### src/rtl/core/assert_macros.svh
// Assertion macros used by the RTL of the CORDIC sine block.
`ifndef ASSERT_MACROS_SVH
`define ASSERT_MACROS_SVH
`ifndef SYNTHESIS
// Concurrent check that is switched off while reset is high.
`define CSQ_ASSERT(label, clk, rst, prop) \
   label: assert property (@(posedge clk) disable iff (rst) prop) \
      else $error("assertion failed");
// Concurrent check that is also evaluated while reset is high.
`define CSQ_ASSERT_ALWAYS(label, clk, prop) \
   label: assert property (@(posedge clk) prop) \
      else $error("assertion failed");
`else
`define CSQ_ASSERT(label, clk, rst, prop)
`define CSQ_ASSERT_ALWAYS(label, clk, prop)
`endif
`endif

### src/rtl/core/csq15_pkg.sv
// Package with widths, angle constants and the arctangent table of the CORDIC sine block.
package csq15_pkg;

   localparam int ITERATIONS = 16;
   localparam int STEP_W     = (ITERATIONS > 1) ? $clog2(ITERATIONS) : 1;

   localparam int ANGLE_W = 19;
   localparam int SINE_W  = 17;
   localparam int ANG_W   = 19;
   localparam int XY_W    = 18;
   localparam int ATAN_W  = 16;
   localparam int ATAN_COUNT = 15;

   localparam logic [ANGLE_W-1:0] FULL_TURN = ANGLE_W'(4 * 32'h0000_c90f);

   localparam logic signed [ANG_W:0] HALF_PI      = (ANG_W+1)'(32'h0000_c90f);
   localparam logic signed [ANG_W:0] PI_VAL       = (ANG_W+1)'(2 * 32'h0000_c90f);
   localparam logic signed [ANG_W:0] THREE_HALF   = (ANG_W+1)'(3 * 32'h0000_c90f);
   localparam logic signed [ANG_W:0] TWO_PI       = (ANG_W+1)'(4 * 32'h0000_c90f);

   localparam logic signed [XY_W-1:0] GAIN_INV = XY_W'(16'h4dba);

   function automatic logic [ATAN_W-1:0] atan_lookup(input logic [3:0] idx);
      logic [ATAN_W-1:0] res;
      unique case (idx)
         4'd0:    res = 16'h6487;
         4'd1:    res = 16'h3b58;
         4'd2:    res = 16'h1f5b;
         4'd3:    res = 16'h0fea;
         4'd4:    res = 16'h07fd;
         4'd5:    res = 16'h03ff;
         4'd6:    res = 16'h01ff;
         4'd7:    res = 16'h00ff;
         4'd8:    res = 16'h007f;
         4'd9:    res = 16'h003f;
         4'd10:   res = 16'h001f;
         4'd11:   res = 16'h000f;
         4'd12:   res = 16'h0007;
         4'd13:   res = 16'h0003;
         4'd14:   res = 16'h0001;
         default: res = '0;
      endcase
      return res;
   endfunction

endpackage

### src/rtl/core/cordic_sine_q15.sv
// Top level of the CORDIC sine block: one shared rotation stage stepped by a small sequencer.
// A transaction is accepted only while the sequencer is idle and then runs through it in order: the
// accepting cycle folds the angle, the prep state finds the quadrant, 16 iterations run one per
// cycle through a single shift/add/compare stage, the flush state loads the output, and the
// sequencer is idle again before it takes the next transaction.
// A result still waiting in the output register holds the sequencer in the flush state.
// Reset is synchronous, active high, and returns the sequencer to idle with no result pending.
`include "assert_macros.svh"

module cordic_sine_q15 import csq15_pkg::*; (
   input  logic                     clock,
   input  logic                     reset,
   input  logic                     req_valid,
   output logic                     req_ready,
   input  logic [ANGLE_W-1:0]       req_angle,
   output logic                     rsp_valid,
   input  logic                     rsp_ready,
   output logic signed [SINE_W-1:0] rsp_sine
);

   typedef enum logic [1:0] {
      ST_IDLE,
      ST_PREP,
      ST_RUN,
      ST_FLUSH
   } state_type;

   localparam logic [STEP_W-1:0] STEP_LAST = STEP_W'(ITERATIONS - 1);

   // Sequencer and output handshake state.
   state_type                 state_ff, state_in;
   logic [STEP_W-1:0]         step_ff, step_in;
   logic                      rsp_valid_ff, rsp_valid_in;

   // Datapath registers. The folded angle is held until the quadrant is known.
   logic [ANGLE_W-1:0]        angle_ff, angle_in;
   logic [1:0]                quad_ff, quad_in;
   logic signed [ANG_W-1:0]   tgt_ff, tgt_in;
   logic signed [ANG_W-1:0]   cur_ff, cur_in;
   logic signed [XY_W-1:0]    x_ff, x_in;
   logic signed [XY_W-1:0]    y_ff, y_in;
   logic signed [SINE_W-1:0]  sine_ff, sine_in;

   // Range reduction: the angle folds by one turn at most once, so an angle
   // above two turns still lands beyond one turn and is handled as quadrant 3.
   logic signed [ANG_W:0]     angle_ext;
   logic [1:0]                quad_calc;
   logic signed [ANG_W:0]     tgt_wide;

   // Shared rotation stage.
   logic signed [XY_W-1:0]    dx, dy;
   logic signed [ANG_W-1:0]   atan_ext;
   logic                      rot_up;
   logic                      out_free;

   assign angle_ext = $signed({1'b0, angle_ff});

   always_comb begin
      priority if (angle_ext > THREE_HALF) begin
         quad_calc = 2'd3;
      end else if (angle_ext > PI_VAL) begin
         quad_calc = 2'd2;
      end else if (angle_ext > HALF_PI) begin
         quad_calc = 2'd1;
      end else begin
         quad_calc = 2'd0;
      end
   end

   always_comb begin
      unique case (quad_calc)
         2'd3:    tgt_wide = TWO_PI - angle_ext;
         2'd2:    tgt_wide = angle_ext - PI_VAL;
         2'd1:    tgt_wide = PI_VAL - angle_ext;
         default: tgt_wide = angle_ext;
      endcase
   end

   // One micro-rotation: the step index sets the shift and picks the table entry.
   // Steps past the end of the table use an arctangent of zero.
   assign dx       = y_ff >>> step_ff;
   assign dy       = x_ff >>> step_ff;
   assign atan_ext = $signed({{(ANG_W-ATAN_W){1'b0}}, atan_lookup(4'(step_ff))});
   assign rot_up   = (tgt_ff > cur_ff);

   // The output register can take a new result when empty or being drained.
   assign out_free = !rsp_valid_ff || rsp_ready;

   always_comb begin
      state_in     = state_ff;
      step_in      = step_ff;
      rsp_valid_in = rsp_valid_ff;
      angle_in     = angle_ff;
      quad_in      = quad_ff;
      tgt_in       = tgt_ff;
      cur_in       = cur_ff;
      x_in         = x_ff;
      y_in         = y_ff;
      sine_in      = sine_ff;

      if (rsp_valid_ff && rsp_ready) begin
         rsp_valid_in = 1'b0;
      end

      unique case (state_ff)
         ST_IDLE: begin
            if (req_valid) begin
               if (req_angle > FULL_TURN) begin
                  angle_in = req_angle - FULL_TURN;
               end else begin
                  angle_in = req_angle;
               end
               state_in = ST_PREP;
            end
         end
         ST_PREP: begin
            quad_in  = quad_calc;
            tgt_in   = ANG_W'(tgt_wide);
            cur_in   = '0;
            x_in     = GAIN_INV;
            y_in     = '0;
            step_in  = '0;
            state_in = ST_RUN;
         end
         ST_RUN: begin
            if (rot_up) begin
               x_in   = x_ff - dx;
               y_in   = y_ff + dy;
               cur_in = cur_ff + atan_ext;
            end else begin
               x_in   = x_ff + dx;
               y_in   = y_ff - dy;
               cur_in = cur_ff - atan_ext;
            end
            if (step_ff == STEP_LAST) begin
               state_in = ST_FLUSH;
            end else begin
               step_in = step_ff + 1'b1;
            end
         end
         ST_FLUSH: begin
            // Quadrants 2 and 3 lie below the axis, so the sign of Y flips.
            if (out_free) begin
               if (quad_ff[1]) begin
                  sine_in = SINE_W'(-y_ff);
               end else begin
                  sine_in = SINE_W'(y_ff);
               end
               rsp_valid_in = 1'b1;
               state_in     = ST_IDLE;
            end
         end
         default: begin
            state_in = ST_IDLE;
         end
      endcase
   end

   always_ff @(posedge clock) begin
      if (reset) begin
         state_ff     <= ST_IDLE;
         step_ff      <= '0;
         rsp_valid_ff <= 1'b0;
      end else begin
         state_ff     <= state_in;
         step_ff      <= step_in;
         rsp_valid_ff <= rsp_valid_in;
      end
      angle_ff <= angle_in;
      quad_ff  <= quad_in;
      tgt_ff   <= tgt_in;
      cur_ff   <= cur_in;
      x_ff     <= x_in;
      y_ff     <= y_in;
      sine_ff  <= sine_in;
   end

   assign req_ready = (state_ff == ST_IDLE);
   assign rsp_valid = rsp_valid_ff;
   assign rsp_sine  = sine_ff;

   // An accepted transaction always moves the sequencer into range reduction.
   `CSQ_ASSERT(a_accept_to_prep, clock, reset, (req_valid && req_ready) |=> (state_ff == ST_PREP))
   // The iteration counter advances by exactly one in each rotation cycle except at the last step.
   `CSQ_ASSERT(a_step_advance, clock, reset, (state_ff == ST_RUN && step_ff != STEP_LAST) |=> (step_ff == $past(step_ff) + 1'b1))
   // A new result appears only out of the flush state.
   `CSQ_ASSERT(a_rsp_from_flush, clock, reset, $rose(rsp_valid_ff) |-> ($past(state_ff) == ST_FLUSH))
   // Reset leaves the block idle with no result pending.
   `CSQ_ASSERT_ALWAYS(a_reset_clean, clock, reset |=> (!rsp_valid && req_ready))

endmodule
### config.mk
export PLATFORM = sky130hd
export DESIGN_NAME = cordic_sine_q15
export DESIGN_NICKNAME = d
export VERILOG_FILES = /design/src/rtl/core/csq15_pkg.sv /design/src/rtl/core/cordic_sine_q15.sv
export VERILOG_INCLUDE_DIRS = /design/src /design/src/rtl/core
export SDC_FILE = /design/constraint.sdc
export NUM_CORES = 1
export LEC_CHECK = 0
export ABC_AREA = 1
export BUFFER_PORTS_ARGS = -buffer_cell sky130_fd_sc_hd__clkbuf_2
export CORE_MARGIN = 4
export CORE_UTILIZATION = 30
export DETAILED_ROUTE_END_ITERATION = 6
export PLACE_DENSITY_LB_ADDON = 0.3
export SYNTH_ARGS = -nofsm -noshare
export SYNTH_HDL_FRONTEND = slang
export SYNTH_SLANG_ARGS = --single-unit
### constraint.sdc
create_clock -name clock -period 3.95 [get_ports clock]
set_input_delay 0.5925 -clock clock [delete_from_list [all_inputs] [get_ports clock]]
set_output_delay 0.5925 -clock clock [all_outputs]
set_load 0.03 [all_outputs]
==> impl_metrics.toml, run 1 <==
[detailed_routing]
num_vias = 12290
remaining_drc_errors = 0
detail-route-antenna-nets = 0
firstDrtPassIters = 7
post_drt_wl_per_cell_um = 15.27
wirelength_um = 37160
dr.first_iter.drc_count = 958
viasPerCell = 5.050

[synthesis]
synth-seq-cells = 133
synth_area_sq_um = 12650
synth_area_per_cell_sq_um = 7.168
yosysTopAreaCell = "edfxtp_1"
synth_cells = 1765
ys_seq_area_share_pct = 29.83
synth-async-reset-ratio_pct = 0
synth_nets = 1888
ys_warn_count = 0
synth_area_leaders = "edfxtp_1, nand2_1, ha_1"
synth_ff_type = "edfxtp_1"
synth_edf_count = 111
synth_cell_types = 56
yosysTopAreaCellShare_pct = 26.35

[floorplanning]
die_w_um = 213.4
dieArea_sq_um = 45520
io_pins = 42
die_h_um = 213.4
row_count = 74
start_util_pct = 30.64
core_sq_um = 41290

[global_routing]
grt.overflow.total = 0
grt_usage_pct = 16.09
grt_max_degree = 57
grt_pass1_wl_um = 58810
grt_pass1_vias = 11500
antenna_found_initial = 0

[timing]
fin_skew_ns = 0.01363
finalHoldViolCount = 0
slew_viol_final = 0
worst_slew_pin_slew_ns = 1.155
min_period_ns = 3.752
setup_violations = 0
fin_crit_sh_pct = 94.98
slew_headroom_pct = 23.03
fmax_mhz = 266.5

[setup_path]
slowest_stage = "edfxtp_1"
slowest_delay_ns = 0.39
critPathKind = "flop to flop"
worstPathRequired_ns = 4.15
critPathMaxFanout = 8
cp.arrival_ns = 3.95
start_kind = "flop"
crit_path_end_kind = "flop"

[clocking]
cts_max_path_buffers = 2
clockRootBuffer = "clkbuf_16"
cts.htree.levels = 4
worstSkewPairLatency_ns = 0.44
cts_hold_buf = 0
cts-buffers-inserted = 17
cts_sinks = 133
cts_tree = "done"
clk_transition_reported_paths_ns = 0.06

[layout]
antenna_cells = 0
drive_gt1_share_pct = 18.82
fin_nets = 2013
fill_cells = 4279
syn_to_final_growth_pct = 19.89
final_util_pct = 36.73

[worst_hold_path]
worstHoldPathType = "input pin to flop"

[place]
place_congestion = 0.8945
dpl.hpwl_um = 28300
io_buffers = 41

[outcome]
outcome = "completed"

[flow_run]
maxCapViolations = 0
## kinds of logic (layout without fill, tap and decap cells)
family                   Yosys count  in the layout  share of synthesized area, %
AO/OA/AOI/OAI                    291            291                         13.12
XOR/XNOR                          91             91                         6.300
adder cells (fa/ha/maj)          100            100                         10.13
buffers and inverters            266            403                         8.545
flip-flops                       133            133                         29.83
AND/OR/NAND/NOR                  884            884                         32.07
## Yosys cell counts, drive strengths merged (11+ instances only)
library cell / n
buf: 34
xor2: 72
nand3: 244
nor4: 11
o21a: 13
xnor2: 19
nor2: 152
nand2: 419
a21oi: 127
dfxtp: 22
edfxtp: 111
inv: 210
nand4: 18
ha: 96
nor3: 22
o21ai: 101
clkbuf: 20
## per-stage QoR
stage          cells  TNS [ns]  cell area, sq um  hold WS (ns)  setup slack (ns)
2_1_floorplan   1765         0             12650        0.4755            0.2071
4_1_cts         2415         0             14640        0.3449           0.01035
5_1_grt         2434   -0.1415             15170        0.3457          -0.03860
3_3_place_gp    2384  -0.01343             14050        0.5300          -0.01343
3_5_place_dp    2384  -0.06492             14050        0.5371          -0.05611
6_report        2434         0             15170        0.3716            0.1982
## critical path, delay by kind of cell, from the launching register on
family / cells / cell delay (ns)
adders and majority gates: 2 / 0.68
and+or+nand+nor: 11 / 0.87
buffers and inverters: 4 / 0.60
AOI/OAI and AO/OA: 8 / 0.97
DFF: 1 / 0.39
## registers in the layout, summed over array words and instances (netlist names), 4 cells and up
name      cells
tgt_ff       19
x_ff         18
rsp_sine     17
atan_ext     15
y_ff         18
cur_ff       19
step_ff       4
angle_ff     19
## area by class of cell
class / count / area, sq um / share of cell area (%)
multi-input cells: 1366 / 8124 / 53.56
flip-flops and latches: 133 / 3776 / 24.90
repair buffers: 160 / 1191 / 7.853
inverters: 212 / 822.0 / 5.420
well taps: 532 / 665.6 / 4.389
clock buffers: 18 / 429.2 / 2.830
clock inverters: 13 / 158.9 / 1.048
## final timing paths
check | from | end | slack (ns) | cells after the start
hold reg to reg | y_ff[0] | rsp_sine[0] | 0.55 | 0
setup reg to reg | tgt_ff[8] | y_ff[12] | 0.20 | 25
setup / recovery | tgt_ff[8] | y_ff[12] | 0.20 | 25
hold / removal | req_angle[1] | angle_ff[1] | 0.37 | 1
## metal layers
layer	track usage [%]	up-vias	wire [um]
li1	-	6209	-
met1	21.24	5654	16750
met3	3.219	53	1944
met2	26.59	375	17420
met4	5.231	0	1041
met5	0	-	0
## timing repair
item | in CTS | in global routing
cloned | 0 | 2
gates resized for setup | 2 | 96
buffers inserted | 0 | 17
pin swaps | 0 | 31
endpoints found under the setup margin | 2 | 32
## cell usage in the layout (no fill, tap or decap), types with 4 or more instances in the layout
| cell type | count |
|---|---|
| nor2_1 | 133 |
| nand2_4 | 5 |
| o21ai_0 | 71 |
| nor4_1 | 9 |
| edfxtp_1 | 111 |
| o211ai_1 | 7 |
| a21o_1 | 9 |
| o31ai_1 | 7 |
| nor3_1 | 18 |
| nand4_1 | 18 |
| nand2_1 | 380 |
| buf_12 | 4 |
| clkbuf_16 | 19 |
| xnor2_1 | 19 |
| o21ai_2 | 15 |
| nand3_1 | 219 |
| a21oi_2 | 18 |
| nor2_4 | 5 |
| xor2_1 | 71 |
| nor2_2 | 14 |
| clkbuf_2 | 41 |
| nand3_2 | 23 |
| nand3b_1 | 6 |
| o21a_1 | 13 |
| dfxtp_1 | 20 |
| ha_4 | 5 |
| buf_4 | 111 |
| or2_2 | 10 |
| a21boi_2 | 4 |
| inv_2 | 12 |
| clkinv_4 | 4 |
| a21oi_1 | 109 |
| o21ai_1 | 14 |
| a31oi_1 | 7 |
| bufinv_16 | 4 |
| clkinv_1 | 4 |
| inv_1 | 197 |
| nand2_2 | 34 |
| ha_1 | 89 |
Power of run 1 is left out: the tool's default activity adds up to more than one toggle a clock period on the data nets, which glitch-free logic cannot reach.
==> inputs of run 2 (changes only) <==
Clock period 3.95 ns to 3.6 ns, I/O delays scaled along.
==> run 2 against run 1 <==
  * The run now ends with negative setup slack left
  * Critical path depth shrank 2
  * First-iteration DRC count shrank 13%
  * Non-clock buffer count grew 223
  * Utilization grew 6.4 points
==> impl_metrics.toml, run 2 (synthesis results as in run 1) <==
[outcome]
outcome = "finished, violations left"
violations = "negative setup slack"

[global_routing]
antenna_found_initial = 0
grt_max_degree = 57
grt_usage_pct = 17.24
grt_pass1_vias = 12540
grt.overflow.total = 0
grt_pass1_wl_um = 63190

[detailed_routing]
remaining_drc_errors = 0
post_drt_wl_per_cell_um = 15.17
dr.first_iter.drc_count = 836
detail-route-antenna-nets = 0
num_vias = 13170
viasPerCell = 4.956
firstDrtPassIters = 5
wirelength_um = 40330

[worst_hold_path]
hold_start = "req_angle[1]"
worstHoldPathType = "input pin to flop"
whs_path_depth = 1

[floorplanning]
core_sq_um = 41290
die_h_um = 213.4
row_count = 74
start_util_pct = 30.64
dieArea_sq_um = 45520
die_w_um = 213.4
io_pins = 42

[setup_path]
critPathMaxFanout = 8
cp.depth = 23
slowest_delay_ns = 0.42
crit_family = "simple AND/OR/NAND/NOR gates"
r2r_cells = 23
crit_chain = "ha_4 -> nand2_1 -> nor2_2 -> nand2_1 -> inv_2 -> nand3_2 -> nand4_1 -> nand3_2 -> buf_12 -> buf_12 -> nor2_4 -> xor2_1 -> ha_1 -> buf_6 -> a21o_1 -> nand3_1 -> nand2_1 -> a21oi_2 -> nand2_2 -> nand3_2 -> nand2_2 -> buf_6 -> o21a_1"
worstPathRequired_ns = 3.81
startpoint = "tgt_ff[4]"
critPathKind = "flop to flop"
slowest_stage = "edfxtp_1"
start_kind = "flop"
critPathBufInv = 5
reg2reg_from = "tgt_ff[4]"
cp.arrival_ns = 3.90
crit_path_end_kind = "flop"

[layout]
regArea_sq_um = 3781
final_common_cell = "nand2_1"
syn_to_final_growth_pct = 40.87
drive_gt1_share_pct = 35.61
largestRegisters = "angle_ff x19, cur_ff x19, tgt_ff x19"
final_cell_mix = "nand2_1, buf_4, nand3_1, inv_1, nor2_1"
antenna_cells = 0
multi_input_area_sq_um = 9045
fin_nets = 2236
fill_cells = 4091
stdcell_area_sq_um = 17820

[flow_run]
maxCapViolations = 0

[place]
pre_cts_slack_ns = -0.4470
place_congestion = 0.9059
io_buffers = 41
dpl.hpwl_um = 30040
place_area_sq_um = 15420

[clocking]
cts_hold_buf = 0
cts_max_path_buffers = 2
clockRootBuffer = "clkbuf_16"
cts.htree.levels = 4
cts-buffers-inserted = 17
clk_transition_reported_paths_ns = 0.06
worstSkewPairLatency_ns = 0.45
cts_sinks = 133
cts_tree = "done"

[timing]
fin_crit_sh_pct = 102.6
finalHoldViolCount = 0
setup_violations = 11
min_period_ns = 3.692
slew_viol_final = 0
worst_slew_pin_slew_ns = 0.8872
rsz0062_at_grt = "true"
fin_skew_ns = 0.01020
fmax_mhz = 270.9
fin_ws_ns = -0.09195
slew_headroom_pct = 40.85
fin_hold_ws_ns = 0.2996
==> run 2: changes by cell type in the layout (fill, tap and decap cells not counted), moves of 21 or more <==
cell and change:
a21oi_2 +22, nor2_1 -21, nand2_1 -29, o21ai_0 -28
a21oi_1 -30, nand2_2 +23, nand3_1 -21, ha_1 -21
buf_4 +201
==> run 2: worst paths after layout <==
path,end,slack [ns]
min reg2reg,state_ff[1],0.59
max reg2reg,y_ff[11],-0.09
min,angle_ff[1],0.30
max,y_ff[11],-0.09
==> run 2: area by class of cell <==
| type | count | area share [%] |
|---|---|---|
| multi-input combinational | 1366 | 50.75 |
| inverter | 212 | 4.557 |
| tap | 532 | 3.735 |
| clock buffer | 17 | 2.387 |
| clock inverter | 15 | 0.7232 |
| sequential | 133 | 21.22 |
| timing repair buffer | 383 | 16.63 |
==> run 2: repair_timing <==
action                                  CTS  global route
endpoints found under the setup margin   29            43
resized for setup                       156           198
buffers inserted                         36            30
endpoints found under the hold margin     0             0
pin swaps                                80            89
cloned                                    1             0
==> run 2: layer usage <==
metal  GRT usage [%]  wire [um]  part of all wire (%)
met1           22.14      17850                    44
met2           30.19      20080                    50
met3           2.092       1322                   3.3
met4           5.760       1079                   2.7
met5               0          0                     0
==> run 2: per-stage QoR <==
stage | utilization, % | std cells | TNS (ns)
detailed placement | 37.35 | 2563 | -6.113
floorplan | - | 1765 | 0
global placement | 37.35 | 2563 | -4.880
global route | 43.16 | 2658 | -6.638
CTS | 40.85 | 2631 | -0.3483
finish | 43.16 | 2658 | -0.5072
Power of run 2 is left out for the same reason.
